===== config.mk =====
export PLATFORM = sky130hd
export DESIGN_NAME = jss_reduce
export DESIGN_NICKNAME = d
export VERILOG_FILES = /design/src/hw/rtl/jss_pkg.sv /design/src/hw/rtl/jss_reduce.sv
export SDC_FILE = /design/constraint.sdc
export NUM_CORES = 1
export LEC_CHECK = 0
export CAP_MARGIN = 20
export CORE_MARGIN = 2
export CORE_UTILIZATION = 50
export DETAILED_ROUTE_END_ITERATION = 12
export DONT_BUFFER_PORTS = 1
export GPL_ROUTABILITY_DRIVEN = 0
export MAX_ROUTING_LAYER = met4
export PLACE_DENSITY_LB_ADDON = 0.2
export SYNTH_ARGS = -nofsm -noshare
export SYNTH_HDL_FRONTEND = slang
export SYNTH_SLANG_ARGS = --single-unit

===== constraint.sdc =====
create_clock -name clk_i -period 6 [get_ports clk_i]
set_clock_uncertainty 0.05 [all_clocks]
set_input_delay 0.3 -clock clk_i [delete_from_list [all_inputs] [get_ports clk_i]]
set_output_delay 0.3 -clock clk_i [all_outputs]
set_load 0.02 [all_outputs]

===== src/hw/rtl/jss_pkg.sv =====
// Shared types and constants for the Jacobi stencil sweep unit.
`timescale 1ns / 1ps

package jss_pkg;

  // Sample and field widths
  localparam int unsigned SampleW = 16;
  localparam int unsigned SideW   = 10;
  localparam int unsigned Lines   = 4;
  localparam int unsigned Win     = 5;
  localparam int unsigned Border  = 2;
  localparam int unsigned Margin  = 2 * Border;

  // Sum widths: one window row, four neighbors, full ring
  localparam int unsigned RowSumW = 19;
  localparam int unsigned Nb4W    = 18;
  localparam int unsigned RingW   = 21;

  // Reciprocal of 3 scaled by 2^19, exact for dividends below 2^19
  localparam int unsigned RecipW     = 18;
  localparam int unsigned RecipShift = 19;
  localparam logic [RecipW-1:0] Recip3 = 18'h2AAAB;

  // Configuration register indexes
  typedef enum logic [0:0] {
    CFG_STENCIL_MODE = 1'b0,
    CFG_GRID_SIDE    = 1'b1
  } jss_cfg_idx_e;

  localparam logic [SideW-1:0] GridSideReset = 10'd1020;

  typedef logic [SampleW-1:0] jss_sample_t;

  // One line store word: entry 0 is the oldest row
  typedef logic [Lines-1:0][SampleW-1:0] jss_line_t;

  // One window column: entry 0 is the top row
  typedef logic [Win-1:0][SampleW-1:0] jss_column_t;

  // Partial sums handed from the window to the reduction
  typedef struct packed {
    logic [Win-1:0][RowSumW-1:0] row;
    logic [Nb4W-1:0]             nb4;
  } jss_sums_t;

  // Result position and end marker carried alongside each item
  typedef struct packed {
    logic [SideW-1:0] row;
    logic [SideW-1:0] col;
    logic             last;
  } jss_tag_t;

endpackage


===== src/hw/rtl/jss_reduce.sv =====
// Ring total and average: four-neighbor mean or ring sum divided by 24.
`timescale 1ns / 1ps

module jss_reduce (
  input  logic               clk_i,
  input  logic               advance_i,
  input  logic               mode_i,
  input  jss_pkg::jss_sums_t  sums_i,
  output jss_pkg::jss_sample_t value_o
);

  logic [jss_pkg::RingW-1:0]   ring_d;
  logic [jss_pkg::RingW-1:0]   ring_q;
  logic [jss_pkg::Nb4W-1:0]    nb4_q;
  logic [jss_pkg::RecipW-1:0]  eighth;
  logic [2*jss_pkg::RecipW-1:0] prod;
  jss_pkg::jss_sample_t         value_d;
  jss_pkg::jss_sample_t         value_q;

  // Add the five row sums
  always_comb begin
    ring_d = '0;
    for (int r = 0; r < jss_pkg::Win; r++) begin
      ring_d = ring_d + jss_pkg::RingW'(sums_i.row[r]);
    end
  end

  always_ff @(posedge clk_i) begin
    if (advance_i) begin
      ring_q <= ring_d;
      nb4_q  <= sums_i.nb4;
    end
  end

  // Divide by 24 as a shift by 3 and a reciprocal multiply by 3
  assign eighth = ring_q[jss_pkg::RingW-1:3];
  assign prod   = eighth * jss_pkg::Recip3;

  always_comb begin
    if (mode_i) begin
      value_d = prod[jss_pkg::RecipShift +: jss_pkg::SampleW];
    end else begin
      value_d = nb4_q[2 +: jss_pkg::SampleW];
    end
  end

  always_ff @(posedge clk_i) begin
    if (advance_i) begin
      value_q <= value_d;
    end
  end

  assign value_o = value_q;

endmodule


# Word-level counts from Yosys, hierarchy flattened
# Cells that the tools add are included.
[op_classes]
add_sub_neg = 4
multipliers = 1
n_div = 0
order_cmp = 0
eq_ne = 0
shift = 0
muxes = 1
bitwise_logic = 0
n_reduce_logical = 0
[op_table]
columns = ["op", "n"]
rows = [
  ["$add 21x19->21", 2],
  ["$mul 18x18->35 const B", 1],
  ["$add 20x19->21", 1],
  ["$add 19x19->20", 1],
  ["$mux 16", 1],
]
[word_totals]
regBits = 55
latchBits = 0
ram_bits = 0
rom_bits = 0
inputBits = 116
output_inout_bits = 16
elab_cells = 9
memories = 0

# Logic depth before layout (Yosys ltp)
[logic_depth]
word_depth = 4
depth_mapped = 20
mapped_depth_nobuf = 20

# Worst setup path after synthesis
# OpenSTA, ideal clock, no wires.
[synth_path]
path_type = "flip-flop to flip-flop"
startpoint = "register ring_q[5] (netlist name)"
endpoint = "register value_q[15], in the netlist value_o[15] (data pin)"
setup_ps = 152
arrival_time_ps = 5460
slack_ps = 338
path_stages_with_launch = 20
synth_period_minus_slack_ps = 5662
path_cell_list = "edfxtp_1 -> ha_1 -> fa_1 -> inv_1 -> fa_1 -> inv_1 -> fa_1 -> fa_1 -> inv_1 -> fa_1 -> inv_1 -> ha_1 -> a21oi_1 -> a21boi_1 -> a311oi_2 -> a31oi_1 -> o211ai_2 -> a21oi_2 -> or4_1 -> a31oi_1"
[synth_via]
elab_chain_len = 2
[synth_lines]
columns = ["element", "line_no", "source"]
rows = [
  ["start, declared", "jss_reduce.sv:13", "logic [jss_pkg::RingW-1:0] ring_q;"],
  ["start signal, assigned", "jss_reduce.sv:30", "ring_q <= ring_d;"],
  ["$mul 18x18->35", "jss_reduce.sv:37", "assign prod = eighth * jss_pkg::Recip3;"],
  ["$mux 16", "jss_reduce.sv:40", "if (mode_i) begin"],
  ["named net value_d[15]", "jss_reduce.sv:17", "jss_pkg::jss_sample_t value_d;"],
  ["end signal, assigned", "jss_reduce.sv:49", "value_q <= value_d;"],
  ["end, declared", "jss_reduce.sv:18", "jss_pkg::jss_sample_t value_q;"],
]
# The timed path passes the listed nets, and every way through them passes these cells.
# A chain may end at the register's enable or synchronous reset.

# Worst setup path after layout
[layout_path]
startpoint = "register ring_q[8] (netlist name)"
endpoint = "register value_q[13], in the netlist value_o[13] (data pin)"
# The elaborated chain is that of the path after synthesis.

==> flow_summary_export.csv <==
group,metric,value,unit
synthesis,ys_ff_latch,50,
critical_path,arrival,5.85,ns
critical_path,crit_fanout,3,
clock_network,cts_buffer_depth,2,
critical_path,crit_path_cell_trace,"ha_1, fa_1, inv_1, fa_1, fa_1, inv_1, fa_1, inv_1, fa_1, inv_1, ha_1, o21a_1, nor2_1, or4_1, a31oi_4, nor2_1, o21ai_1, xor2_1, mux2_2",
timing,min_period_over_period,97.3,%
synthesis,syn_area_per_cell,11.0,sq um
floorplanning,fp.dieH,140,um
grt,first_global_vias,6256,
route,via_count,5720,
critical_path,setup.worst_path.class,"flip-flop to flip-flop",
timing,finalHoldViolCount,0,
run_status,violations,"DRC",
route,drtPass1Iterations,8,
route,wire_per_inst,15.4,um
floorplanning,ios,132,
grt,grtUsageTotal,20.1,%
clock_network,clock_sinks,50,
critical_path,crit_path_frequent_cell,"fa_1",
critical_path,startpoint_type,"flip-flop",
layout,nFillCells,1551,
placement,port_buffers,0,
layout,syn_to_final_growth,10.6,%
synthesis,yosysSeqAreaShare,16.2,%
synthesis,netlist_area,0.00926,sq mm
run_status,status,"complete, but fails checks",
grt,grt_first_pass_wirelength,30100,um
timing,slew_headroom,70.6,%
clock_network,path_clk_slew,0.08,ns
synthesis,synth_top_flop_cell,"edfxtp_1",
synthesis,async_flop_share,0,%
worst_hold_path,hold_path.class,"input pin to flip-flop",
timing,period_needed,5.84,ns
floorplanning,row_count,49,
timing,fmax,171,MHz
timing,drv_slew,0,
route,ant_nets,0,
clock_network,root_buffer,"clkbuf_16",
critical_path,cp-end-kind,"flip-flop",
layout,final_core_util,56.6,%
route,drtIter0Drc,176,
critical_path,crit_required,6.02,ns
clock_network,cts_tree,"built",
layout,diodes,0,
synthesis,synthCells,843,
floorplanning,die_area,0.0196,sq mm
timing,holdWs,0.0322,ns
clock_network,hold_buffers,0,
floorplanning,core-area,0.0181,sq mm
clock_network,cts_buffers,5,
timing,tightest_slew,0.438,ns
clock_network,h-tree-depth,2,
timing,setup_viol_count_final,0,
critical_path,cp_slowest_cell,"or4_1",
layout,nets,1350,
clock_network,clk_latency,0.31,ns
grt,overflow,0,
route,drc,1,
route,wirelength,17300,um
grt,grt_max_degree,51,
route,drt-vias-per-instance,5.08,
layout,drive_gt1_share,10.1,%
run,drv_cap,0,
floorplanning,die_w,140,um
synthesis,ys_types,50,
synthesis,yosys_warnings,0,
critical_path,cpPeakStageDelay,0.56,ns
synthesis,synth-edff-count,50,
synthesis,syn_nets,1296,
floorplanning,initial_utilization,51.2,%
placement,dp_hpwl,15100,um
grt,antenna_found_initial,0,
-- metal layers --
layer / up-vias / global-route usage, % / share of wire [%]
met5: - / - / 0
met4: 0 / 4.41 / 2.1
met3: 17 / 2.19 / 2.7
met2: 69 / 34.7 / 51
met1: 2826 / 25.7 / 44
li1: 2808 / - / -
-- kinds of logic (layout without fill, tap and decap cells) --
group | Yosys count | in the layout | share of synthesized area (%)
xor+xnor | 30 | 30 | 2.84
mux | 12 | 12 | 1.45
simple gates | 81 | 81 | 4.42
fa+ha+maj | 337 | 337 | 58.7
flops | 50 | 50 | 16.2
compound gates | 92 | 92 | 6.65
buf+inv | 241 | 296 | 9.77
-- final timing paths --
path	startpoint	endpoint	slack, ns	cells after the start
setup / recovery	ring_q[8]	value_o[13]	0.16	19
hold / removal	sums_i[16]	nb4_q[16]	0.03	0
setup reg to reg	ring_q[8]	value_o[13]	0.16	19
hold reg to reg	nb4_q[4]	value_o[2]	0.50	1
-- flip-flops by register name, summed over array words and instances (netlist names) --
name and cells:
nb4_q 16, value_o 16, ring_q 18
-- placed cells by master (no fill, tap or decap), types with 6 or more instances in the layout --
| cell | instances |
|---|---|
| xnor2_1 | 21 |
| nand3_1 | 6 |
| o21ai_0 | 11 |
| xor2_1 | 8 |
| nand2_1 | 18 |
| edfxtp_1 | 50 |
| and3_1 | 6 |
| a21o_1 | 16 |
| buf_4 | 49 |
| o21a_1 | 6 |
| mux2_2 | 11 |
| a21oi_1 | 29 |
| ha_4 | 9 |
| inv_1 | 239 |
| nor2_1 | 24 |
| fa_1 | 162 |
| ha_1 | 165 |
-- critical path, delay by kind of cell (launching register included) --
kind	cells	cell delay [ns]
AO/OA/AOI/OAI	3	0.60
flip-flops	1	0.43
multiplexers	1	0.26
AND/OR/NAND/NOR	3	0.71
adder cells (fa/ha/maj)	7	3.22
buffers and inverters	4	0.22
XOR/XNOR	1	0.09
-- cells in the mapped netlist, drive strengths merged, types with 2 or more instances --
cell	number	share of area, %
and3	7	0.47
nor2b	4	0.27
a31oi	5	0.34
nand3	6	0.32
nand2b	2	0.14
a21oi	31	1.8
edfxtp	50	16
nor3	5	0.27
xnor2	21	2.0
nand4	4	0.27
nand4b	2	0.19
a21o	17	1.4
ha	175	24
o211ai	4	0.38
mux2	11	1.3
a211oi	2	0.22
clkbuf	2	0.081
a21boi	2	0.16
nand2	18	0.73
o21bai	2	0.16
inv	239	9.7
or4	2	0.16
nor2	24	0.97
xor2	9	0.85
o21ai	13	0.70
o21a	6	0.49
and4	2	0.20
fa	162	35
and2	2	0.14
-- per-stage QoR --
step,instances,setup slack (ns),setup TNS [ns],instance area (sq um)
finish,1127,0.165,0,10200
global route,1127,-0.0286,-0.0658,10200
CTS,1115,0.0633,0,9990
detailed placement,1107,0.0870,0,9820
global placement,1107,0.111,0,9820
floorplan,843,0.338,0,9260
-- timing repair --
item | in CTS | in global routing
setup endpoints to repair | 0 | 7
setup buffers | 0 | 12
gates resized for setup | 0 | 16
-- cell type report --
cell class,count,area (sq um),area share (%)
clock buffer,5,125,1.22
multi-input combinational,552,7010,68.5
tap,229,287,2.80
inverter,239,897,8.76
sequential,50,1500,14.7
timing repair buffer,49,368,3.59
clock inverter,3,47.5,0.464
Power is not shown: default switching activity piles up to over one toggle a cycle in this logic, so the estimate is an artifact.
