<file path="config.mk">
export PLATFORM = sky130hd
export DESIGN_NAME = jss_window
export DESIGN_NICKNAME = d
export VERILOG_FILES = /design/src/hw/rtl/jss_pkg.sv /design/src/hw/rtl/jss_window.sv
export SDC_FILE = /design/constraint.sdc
export NUM_CORES = 1
export LEC_CHECK = 0
export BUFFER_PORTS_ARGS = -buffer_cell sky130_fd_sc_hd__buf_2
export CORE_MARGIN = 8
export CORE_UTILIZATION = 30
export DETAILED_ROUTE_END_ITERATION = 16
export SLEW_MARGIN = 10
export SYNTH_ARGS = -nofsm -noshare
export SYNTH_HDL_FRONTEND = slang
export SYNTH_SLANG_ARGS = --single-unit
</file>
<file path="constraint.sdc">
create_clock -name clk_i -period 6.4 [get_ports clk_i]
set_input_delay 1.28 -clock clk_i [delete_from_list [all_inputs] [get_ports clk_i]]
set_output_delay 1.28 -clock clk_i [all_outputs]
set_load 0.1 [all_outputs]
</file>
<file path="src/hw/rtl/jss_pkg.sv">
// Shared types and constants for the Jacobi stencil sweep unit.
`timescale 1ns / 1ps

package jss_pkg;

  // Sample and field widths
  localparam int unsigned SampleW = 16;
  localparam int unsigned SideW   = 10;
  localparam int unsigned Lines   = 4;
  localparam int unsigned Win     = 5;
  localparam int unsigned Border  = 2;
  localparam int unsigned Margin  = 2 * Border;

  // Sum widths: one window row, four neighbors, full ring
  localparam int unsigned RowSumW = 19;
  localparam int unsigned Nb4W    = 18;
  localparam int unsigned RingW   = 21;

  // Reciprocal of 3 scaled by 2^19, exact for dividends below 2^19
  localparam int unsigned RecipW     = 18;
  localparam int unsigned RecipShift = 19;
  localparam logic [RecipW-1:0] Recip3 = 18'h2AAAB;

  // Configuration register indexes
  typedef enum logic [0:0] {
    CFG_STENCIL_MODE = 1'b0,
    CFG_GRID_SIDE    = 1'b1
  } jss_cfg_idx_e;

  localparam logic [SideW-1:0] GridSideReset = 10'd1020;

  typedef logic [SampleW-1:0] jss_sample_t;

  // One line store word: entry 0 is the oldest row
  typedef logic [Lines-1:0][SampleW-1:0] jss_line_t;

  // One window column: entry 0 is the top row
  typedef logic [Win-1:0][SampleW-1:0] jss_column_t;

  // Partial sums handed from the window to the reduction
  typedef struct packed {
    logic [Win-1:0][RowSumW-1:0] row;
    logic [Nb4W-1:0]             nb4;
  } jss_sums_t;

  // Result position and end marker carried alongside each item
  typedef struct packed {
    logic [SideW-1:0] row;
    logic [SideW-1:0] col;
    logic             last;
  } jss_tag_t;

endpackage

</file>
<file path="src/hw/rtl/jss_window.sv">
// 5x5 sample window with registered row sums.
`timescale 1ns / 1ps

module jss_window (
  input  logic                clk_i,
  input  logic                rst_ni,
  input  logic                shift_i,
  input  logic                advance_i,
  input  jss_pkg::jss_column_t column_i,
  output jss_pkg::jss_sums_t   sums_o
);

  logic [jss_pkg::Win-1:0][jss_pkg::Win-1:0][jss_pkg::SampleW-1:0] win_q;
  jss_pkg::jss_sums_t sums_d;
  jss_pkg::jss_sums_t sums_q;

  // Shift every row left and insert the new column at the right
  always_ff @(posedge clk_i or negedge rst_ni) begin
    if (!rst_ni) begin
      win_q <= '0;
    end else if (shift_i) begin
      for (int r = 0; r < jss_pkg::Win; r++) begin
        for (int c = 0; c < jss_pkg::Win - 1; c++) begin
          win_q[r][c] <= win_q[r][c+1];
        end
        win_q[r][jss_pkg::Win-1] <= column_i[r];
      end
    end
  end

  // Sum each row, leaving out the center sample, and sum the four neighbors of the center
  always_comb begin
    sums_d = '0;
    for (int r = 0; r < jss_pkg::Win; r++) begin
      for (int c = 0; c < jss_pkg::Win; c++) begin
        if (!(r == jss_pkg::Border && c == jss_pkg::Border)) begin
          sums_d.row[r] = sums_d.row[r]
                        + jss_pkg::RowSumW'(win_q[r][c]);
        end
      end
    end
    sums_d.nb4 = jss_pkg::Nb4W'(win_q[1][2]) + jss_pkg::Nb4W'(win_q[3][2])
               + jss_pkg::Nb4W'(win_q[2][1]) + jss_pkg::Nb4W'(win_q[2][3]);
  end

  always_ff @(posedge clk_i) begin
    if (advance_i) begin
      sums_q <= sums_d;
    end
  end

  assign sums_o = sums_q;

endmodule

</file>
* Word-level counts from Yosys, hierarchy flattened
Cells that the tools add are included.
** Word-level totals
- Register bits after elaboration :: 513
- Word-level logic and storage cells :: 53
- Output and inout bits :: 113
- Input port bits :: 84
** Operators by class
- Add/sub/neg operators :: 22
** Operators by type and width (count)
- adder 17 x 16 -> 18 bit :: 6
- adder 16 x 16 -> 17 bit :: 6
- adder 18 x 16 -> 19 bit :: 5
- adder 19 x 16 -> 19 bit :: 4
- adder 18 x 16 -> 18 bit :: 1

* Longest topological paths before layout
Gate-level depths: netlist of run 1.
- Word-level depth :: 4
- Depth in mapped cells :: 15
- Mapped depth without buffers :: 14

* Worst setup path before layout of run 1
OpenSTA, ideal clock, no wires.
- Path type :: reg2reg
- From :: register win_q[81] (netlist name)
- To :: register sums_q (netlist bit sums_o[52]) (data pin)
- Path slack :: 2.584 ns
- Cell stages (with the launch flop) :: 13
- Arrival time :: 3.558 ns
- Data required time :: 6.142 ns
- Clock period less this slack :: 3.816 ns
- Setup time :: 0.258 ns
- Path buffers :: 0
- Cell sequence :: dfrtp_1 -> fa_1 -> fa_1 -> fa_1 -> ha_1 -> inv_1 -> fa_1 -> nand2b_1 -> a21oi_1 -> nor3_1 -> o31ai_1 -> a31oi_1 -> xnor2_1
** RTL lines
- start, declared :: line jss_window.sv:13 : logic [jss_pkg::Win-1:0][jss_pkg::Win-1:0][jss_pkg::SampleW-1:0] win_q;
- start signal, assigned by index :: line jss_window.sv:24 : win_q[r][c] <= win_q[r][c+1];
- start signal, assigned by index :: line jss_window.sv:26 : win_q[r][jss_pkg::Win-1] <= column_i[r];
- end signal, assigned :: line jss_window.sv:48 : sums_q <= sums_d;
- end, declared :: line jss_window.sv:15 : jss_pkg::jss_sums_t sums_q;

==> results of run 1 <==
[tightest hold or removal path, stage by stage (launching register included)]
cell and delay [ns]:
dfrtp_1 0.34, nand2_1 0.04, o21ai_0 0.06
[layout make-up]
type,instances,area [sq um],share of cell area
sequential,512,13400,0.393
inverter,597,2240,0.0659
antenna,4,10.0,0.000294
clock buffer,84,1690,0.0498
clock inverter,32,309,0.00909
tap,1287,1610,0.0474
multi-input combinational,1479,13600,0.401
timing repair buffer,203,1140,0.0334
[flip-flops by register name, indices dropped and copies added, names as in the netlist]
name    cells
win_q     400
sums_o    112
[cells by family (layout without fill, tap and decap cells)]
kind of cell	count (synthesis)	after routing	share of synthesized area
multiplexers	175	175	0.0666
flip-flops	512	512	0.452
XOR/XNOR	72	72	0.0213
AND/OR/NAND/NOR	387	387	0.0563
other	1	5	0.000127
adder cells (fa/ha/maj)	362	362	0.217
buffers and inverters	678	916	0.0870
AO/OA/AOI/OAI	482	482	0.0995
[worst max-delay path by stage]
stage / to / cells after the start / from / slack (ns)
6_report: sums_o[52]$_DFFE_PP_ / 12 / win_q[81]$_DFFE_PN0P_ / 1.99
5_1_grt: sums_o[52]$_DFFE_PP_ / 12 / win_q[81]$_DFFE_PN0P_ / 1.66
4_1_cts: sums_o[52]$_DFFE_PP_ / 12 / win_q[113]$_DFFE_PN0P_ / 1.98
2_1_floorplan: sums_o[52]$_DFFE_PP_ / 12 / win_q[81]$_DFFE_PN0P_ / 2.58
3_3_place_gp: sums_o[52]$_DFFE_PP_ / 12 / win_q[81]$_DFFE_PN0P_ / 2.03
3_5_place_dp: sums_o[52]$_DFFE_PP_ / 12 / win_q[113]$_DFFE_PN0P_ / 2.01
[routing by layer]
| layer | part of all wire | global-route usage | vias to the layer above |
|---|---|---|---|
| met3 | 0.046 | 0.0271 | 88 |
| li1 | - | - | 8895 |
| met1 | 0.43 | 0.145 | 9132 |
| met2 | 0.50 | 0.197 | 214 |
| met5 | 0.00066 | 0 | - |
| met4 | 0.023 | 0.0310 | 6 |
[synth_stat cells (3+ instances only)]
cell	n
inv_1	597
dfrtp_1	400
nand2_1	262
fa_1	252
o21ai_0	252
mux2_2	174
edfxtp_1	112
ha_1	110
a21oi_1	72
xnor2_1	57
clkbuf_1	56
nor2_1	38
a21o_1	30
nand3_1	24
buf_2	21
o21a_1	20
o21ai_1	17
xor2_1	15
nand2b_1	12
nor2b_1	12
a211oi_1	10
a31oi_1	10
o21bai_1	9
nor3_1	8
and3_1	6
nand4_1	4
o2111ai_1	4
o211ai_1	4
or4b_1	4
and4_1	3
buf_1	3
o21ai_2	3
o31a_1	3
o31ai_1	3
or3_1	3
[metrics by stage]
| stage | util | worst slack, ns | hold WS, ns | instances |
|---|---|---|---|---|
| floorplan | - | 2.58 | 0.450 | 2669 |
| detailed placement | 0.326 | 2.01 | 0.464 | 4078 |
| global placement | 0.326 | 2.03 | 0.456 | 4078 |
| CTS | 0.346 | 1.98 | 0.453 | 4194 |
| finish | 0.347 | 1.99 | 0.451 | 4198 |
| global route | 0.346 | 1.66 | 0.489 | 4194 |
[cell usage in the layout, fill, tap and decap left out, types with 38 or more instances in the layout]
master | synthesis | routed
o21ai_0 | 252 | 252
ha_1 | 110 | 110
a21oi_1 | 72 | 72
buf_2 | 21 | 192
fa_1 | 252 | 252
mux2_2 | 174 | 174
edfxtp_1 | 112 | 112
dfrtp_1 | 400 | 400
nand2_1 | 262 | 262
xnor2_1 | 57 | 57
inv_1 | 597 | 597
nor2_1 | 38 | 38
clkbuf_16 | 0 | 62
==> flow_summary.json, run 1 <==
{
  "status": "finished clean",
  "rows": 115,
  "holdPathEnd": "win_q[63]$_DFFE_PN0P_",
  "synth_area_sq_um": 29600,
  "max_freq_ghz": 0.227,
  "worst-setup-path-type": "reg2reg",
  "wl_um": 61800,
  "synth_cell_type_count": 81,
  "ios": 197,
  "die-area_sq_um": 109000,
  "ctsHoldBuffers": 0,
  "yosysSeqAreaShare": 0.452,
  "finalCriticalPeriod_ns": 4.41,
  "netlist_instances": 2669,
  "cts_resized": 0,
  "drive_gt1_frac": 0.171,
  "fin_setup_tns_ns": 0,
  "tightest_slew_ns": 0.887,
  "drv_slew": 0,
  "yosys.area.top_type": "dfrtp_1",
  "die_h_um": 330,
  "crit_fanout": 3,
  "cap_viol_max_count": 0,
  "syn_nets": 3115,
  "synth-edff-count": 112,
  "yosysWarnings": 0,
  "slowest_stage": "o31ai_1",
  "synth_area_per_cell_sq_um": 11.1,
  "grt_overflow": 0,
  "worst_ep_arrival_time_ns": 4.84,
  "grt_pass1_wl_um": 102000,
  "die_width_um": 330,
  "drt_iter0_drc": 907,
  "nets": 3300,
  "synth-seq-cells": 512,
  "core_area_sq_um": 98100,
  "grt_usage": 0.115,
  "globalplace.congestion": 0.801,
  "worstReg2RegStart": "win_q[81]$_DFFE_PN0P_",
  "fillers": 9871,
  "r2r_slack_ns": 1.99,
  "post-dp-hpwl_um": 45100,
  "setup_viol": 0,
  "grt_pass1_vias": 19500,
  "htree_levels": 2,
  "holdCritStartpoint": "win_q[79]$_DFFE_PN0P_",
  "cts_buffer_depth": 3,
  "portBuffers": 195,
  "initial_utilization": 0.301,
  "cts_tree": "built",
  "finalHoldViolCount": 0,
  "via_count": 18300,
  "critical_path_required_ns": 6.83,
  "reg2reg_depth": 12,
  "max_stage_delay_ns": 0.60,
  "worstReg2RegEnd": "sums_o[52]$_DFFE_PP_",
  "cpMostUsedCell": "fa_1",
  "hold_depth": 2,
  "postCtsSetupRepairBufs": 0,
  "endpoint_kind": "flop",
  "drcViolationCount": 0,
  "start_kind": "flop",
  "cts-root-buf": "clkbuf_16",
  "synth_flop_cell": "dfrtp_1",
  "rsz0062_at_grt": "false",
  "dpl_cell_area_sq_um": 32000,
  "cpLargestDelayFamily": "adder cells",
  "cts_sinks": 512,
  "slew_headroom": 0.408,
  "skew_ns": 0.0474,
  "wl_per_cell_um": 14.7,
  "clk_latency_ns": 0.68,
  "timing.final.crit_share": 0.689,
  "grt_max_degree": 180,
  "async_flop_share": 0.781,
  "cts_buffers": 61,
  "hp-class": "reg2reg",
  "first_pass_iters": 5,
  "worstPathCellList": "fa_1 > fa_1 > fa_1 > ha_1 > inv_1 > fa_1 > nand2b_1 > a21oi_1 > nor3_1 > o31ai_1 > a31oi_1 > xnor2_1",
  "synth_top_area_frac": 0.338,
  "cp_num_buf_inv": 1,
  "syn_to_final_growth_pct": 15.0,
  "ant_nets": 0,
  "antenna_found_initial": 7,
  "avgViaCountPerCell": 4.37,
  "clkSlewWorstSetupHoldPaths_ns": 0.06,
  "fin_area_sq_um": 34000,
  "synthTopCellsByArea": "dfrtp_1, fa_1, edfxtp_1, inv_1, mux2_2"
}
Power of run 1 is not shown: default switching activity piles up to over one toggle a cycle in this logic, so the estimate is an artifact.
==> run 2, diff against run 1 <==
- clock period: 6.4 -> 4.4 ns (I/O delays scaled with it)
==> run 2 against run 1 <==
Compared with the run above: utilization grew 0.28 points; critical path depth grew 1; largest cell class unchanged; clock skew shrank 0.0078 ns; highest routed layer unchanged.
==> flow_summary.json, run 2 (synthesis results as in run 1) <==
{
  "status": "finished clean",
  "drv_slew": 0,
  "grt_overflow": 0,
  "cts_sinks": 512,
  "htree_levels": 2,
  "rsz0062_at_grt": "false",
  "wl_per_cell_um": 14.7,
  "fin_ws_ns": 0.358,
  "postCtsSetupRepairBufs": 0,
  "drcViolationCount": 0,
  "finalCriticalPeriod_ns": 4.04,
  "start_kind": "flop",
  "antenna_found_initial": 7,
  "grt_max_degree": 96,
  "worst_ep_arrival_time_ns": 4.45,
  "fin_util": 0.349,
  "fin_setup_tns_ns": 0,
  "first_pass_iters": 5,
  "via_count": 18400,
  "critical_path_required_ns": 4.80,
  "cap_viol_max_count": 0,
  "die-area_sq_um": 109000,
  "slew_headroom": 0.415,
  "largest_register_ffs": 400,
  "ant_nets": 0,
  "endpoint_kind": "flop",
  "portBuffers": 195,
  "rows": 115,
  "multi_input_area_sq_um": 13600,
  "top_register": "win_q",
  "skew_ns": 0.0396,
  "drt_iter0_drc": 868,
  "die_width_um": 330,
  "ios": 197,
  "fillers": 9865,
  "grt_pass1_wl_um": 102000,
  "dp_slack_ns": 0.232,
  "avgViaCountPerCell": 4.37,
  "drive_gt1_frac": 0.178,
  "nets": 3311,
  "mostFrequentLayoutCell": "inv_1",
  "syn_to_final_growth_pct": 15.9,
  "cts-root-buf": "clkbuf_16",
  "setup_viol": 0,
  "post-dp-hpwl_um": 46100,
  "timing.final.crit_share": 0.919,
  "max_freq_ghz": 0.247,
  "holdWs_ns": 0.254,
  "grt_usage": 0.116,
  "cts_resized": 0,
  "crit_fanout": 3,
  "initial_utilization": 0.301,
  "ctsHoldBuffers": 0,
  "grt_pass1_vias": 19100,
  "cts_tree": "built",
  "clkSlewWorstSetupHoldPaths_ns": 0.06,
  "cts_buffer_depth": 3,
  "layout_common_cells": "inv_1, dfrtp_1, nand2_1",
  "finalHoldViolCount": 0,
  "final-seq-area_sq_um": 13400,
  "worst-setup-path-type": "reg2reg",
  "wl_um": 62000,
  "globalplace.congestion": 0.794,
  "core_area_sq_um": 98100,
  "hp-class": "in2async",
  "die_h_um": 330,
  "cts_buffers": 61,
  "clk_latency_ns": 0.66,
  "tightest_slew_ns": 0.878
}
==> run 2: path summary, 6_finish.rpt <==
check,from,endpoint,slack (ns),cells past startpoint
hold reg to reg,win_q[363]$_DFFE_PN0P_,win_q[347]$_DFFE_PN0P_,0.47,2
hold / removal,rst_ni,win_q[375]$_DFFE_PN0P_,0.25,1
setup reg to reg,win_q[81]$_DFFE_PN0P_,sums_o[52]$_DFFE_PP_,0.36,13
max in group asynchronous,rst_ni,win_q[110]$_DFFE_PN0P_,3.11,2
setup / recovery,win_q[81]$_DFFE_PN0P_,sums_o[52]$_DFFE_PP_,0.36,13
min in group clk_i,column_i[14],win_q[78]$_DFFE_PN0P_,0.43,3
==> run 2: through the flow <==
| stage | instance area (sq um) | cells |
|---|---|---|
| 2_1_floorplan | 29600 | 2669 |
| 3_5_place_dp | 32100 | 4089 |
| 5_1_grt | 34300 | 4205 |
| 4_1_cts | 34300 | 4205 |
| 6_report | 34300 | 4209 |
| 3_3_place_gp | 32100 | 4089 |
==> run 2: area by class of cell <==
class,count,area share
clock inverter,33,0.0116
sequential,512,0.390
timing repair buffer,214,0.0367
tap,1287,0.0470
antenna,4,0.000292
multi-input combinational,1479,0.398
inverter,597,0.0654
clock buffer,83,0.0514
==> run 2: per-layer routing <==
metal,part of all wire,up-vias,track usage
met3,0.048,76,0.0261
met2,0.50,246,0.200
met1,0.43,9122,0.146
met5,0.00037,-,0
met4,0.022,4,0.0303
li1,-,8931,-
==> run 2: critical path: stages (launching register included) <==
cell and delay (ns):
dfrtp_1 0.40, fa_1 0.56, fa_1 0.43, fa_1 0.50, ha_1 0.19, inv_1 0.07, fa_1 0.45, nand2b_1 0.20
a21oi_2 0.22, nor3_1 0.10, o31ai_1 0.27, buf_4 0.17, a31oi_1 0.09, xnor2_1 0.14
Power of run 2 is left out for the same reason.
==> run 3, diff against run 2 <==
- CORE_UTILIZATION: 30 -> 25
==> run 3 against run 2 <==
Compared with the run above: count of clock-buffer cells in the layout up 13; flip-flop and latch count unchanged; worst setup slack worse by 0.022 ns; non-clock buffer count up 8; critical path depth down 1; wire length up 6.5%; clock skew down 0.020 ns; worst hold slack worse by 0.031 ns; final area up 1.1%; first-iteration DRC count down 4.8%; cell count up 6.1%; via count up 0.81%.
==> flow_summary.json, run 3 (synthesis results as in run 1) <==
{
  "status": "finished clean",
  "ios": 197,
  "fillers": 12100,
  "setup_viol": 0,
  "cts_buffer_depth": 3,
  "cts-root-buf": "clkbuf_16",
  "crit_fanout": 4,
  "start_kind": "flop",
  "cts_sinks": 512,
  "cap_viol_max_count": 0,
  "postCtsSetupRepairBufs": 0,
  "worst-setup-path-type": "reg2reg",
  "top_register": "win_q",
  "grt_usage": 0.103,
  "drt_iter0_drc": 826,
  "nets": 3324,
  "skew_ns": 0.0197,
  "tightest_slew_ns": 0.856,
  "mostFrequentLayoutCell": "inv_1",
  "reg2reg_depth": 12,
  "cts_resized": 0,
  "finalHoldViolCount": 0,
  "hp-class": "in2async",
  "wl_um": 66000,
  "clkSlewWorstSetupHoldPaths_ns": 0.06,
  "via_count": 18500,
  "rsz0062_at_grt": "false",
  "grt_pass1_wl_um": 108000,
  "portBuffers": 195,
  "die-area_sq_um": 130000,
  "largest_register_ffs": 400,
  "globalplace.congestion": 0.787,
  "fin_area_sq_um": 34700,
  "worst_ep_arrival_time_ns": 4.54,
  "rows": 126,
  "wl_per_cell_um": 14.8,
  "syn_to_final_growth_pct": 17.2,
  "finalCriticalPeriod_ns": 4.06,
  "core_area_sq_um": 118000,
  "fin_setup_tns_ns": 0,
  "grt_overflow": 0,
  "clk_latency_ns": 0.61,
  "grt_pass1_vias": 19700,
  "max_freq_ghz": 0.246,
  "slew_headroom": 0.429,
  "cts_tree": "built",
  "cts_buffers": 66,
  "ctsHoldBuffers": 0,
  "layout_common_cells": "inv_1, dfrtp_1, nand2_1",
  "ant_nets": 0,
  "grt_max_degree": 120,
  "critical_path_required_ns": 4.88,
  "die_width_um": 360,
  "post-dp-hpwl_um": 49400,
  "drv_slew": 0,
  "first_pass_iters": 4,
  "avgViaCountPerCell": 4.15,
  "drive_gt1_frac": 0.177,
  "die_h_um": 360,
  "timing.final.crit_share": 0.924,
  "endpoint_kind": "flop",
  "dpl_cell_area_sq_um": 32500,
  "drcViolationCount": 0,
  "initial_utilization": 0.251,
  "htree_levels": 3,
  "antenna_found_initial": 8
}
run 3: stage by stage:
stage / std cells / hold slack (ns) / worst slack [ns] / utilization
after floorplan: 2669 / 0.450 / 0.584 / -
after global placement: 4346 / 0.456 / 0.326 / 0.276
after detailed placement: 4346 / 0.467 / 0.301 / 0.276
after CTS: 4464 / 0.178 / 0.250 / 0.294
after global routing: 4464 / 0.221 / 0.0680 / 0.294
final: 4467 / 0.223 / 0.335 / 0.294
run 3: layout make-up:
| class | count | area, sq um | share of cell area |
|---|---|---|---|
| antenna | 3 | 7.51 | 0.000217 |
| clock buffer | 96 | 1920 | 0.0553 |
| clock inverter | 22 | 282 | 0.00812 |
| inverter | 597 | 2240 | 0.0646 |
| multi-input combinational | 1479 | 13600 | 0.393 |
| sequential | 512 | 13400 | 0.386 |
| tap | 1536 | 1920 | 0.0554 |
| timing repair buffer | 222 | 1290 | 0.0373 |
run 3: routing by layer:
| metal | share of wire | GRT usage |
|---|---|---|
| met1 | 0.43 | 0.127 |
| met2 | 0.50 | 0.178 |
| met3 | 0.051 | 0.0257 |
| met4 | 0.022 | 0.0318 |
| met5 | 0.00020 | 0 |
run 3: worst paths after layout:
| check | from | endpoint | slack [ns] |
|---|---|---|---|
| worst max-delay path | win_q[1]$_DFFE_PN0P_ | sums_o[33]$_DFFE_PP_ | 0.34 |
| worst min-delay path | rst_ni | win_q[347]$_DFFE_PN0P_ | 0.22 |
| worst max register to register | win_q[1]$_DFFE_PN0P_ | sums_o[33]$_DFFE_PP_ | 0.34 |
| worst min register to register | win_q[99]$_DFFE_PN0P_ | win_q[83]$_DFFE_PN0P_ | 0.47 |
| max in group asynchronous | rst_ni | win_q[17]$_DFFE_PN0P_ | 3.17 |
| min in group clk_i | win_q[99]$_DFFE_PN0P_ | win_q[83]$_DFFE_PN0P_ | 0.47 |
run 3: critical path, stage by stage (launching register included):
cell      delay (ns)
dfrtp_1         0.39
fa_1            0.56
fa_1            0.43
fa_1            0.50
ha_1            0.20
inv_1           0.08
fa_1            0.47
nor2b_1         0.17
o31a_1          0.24
o21a_2          0.19
o311ai_4        0.11
or4b_1          0.50
nand3_1         0.10
Power of run 3 is left out for the same reason.
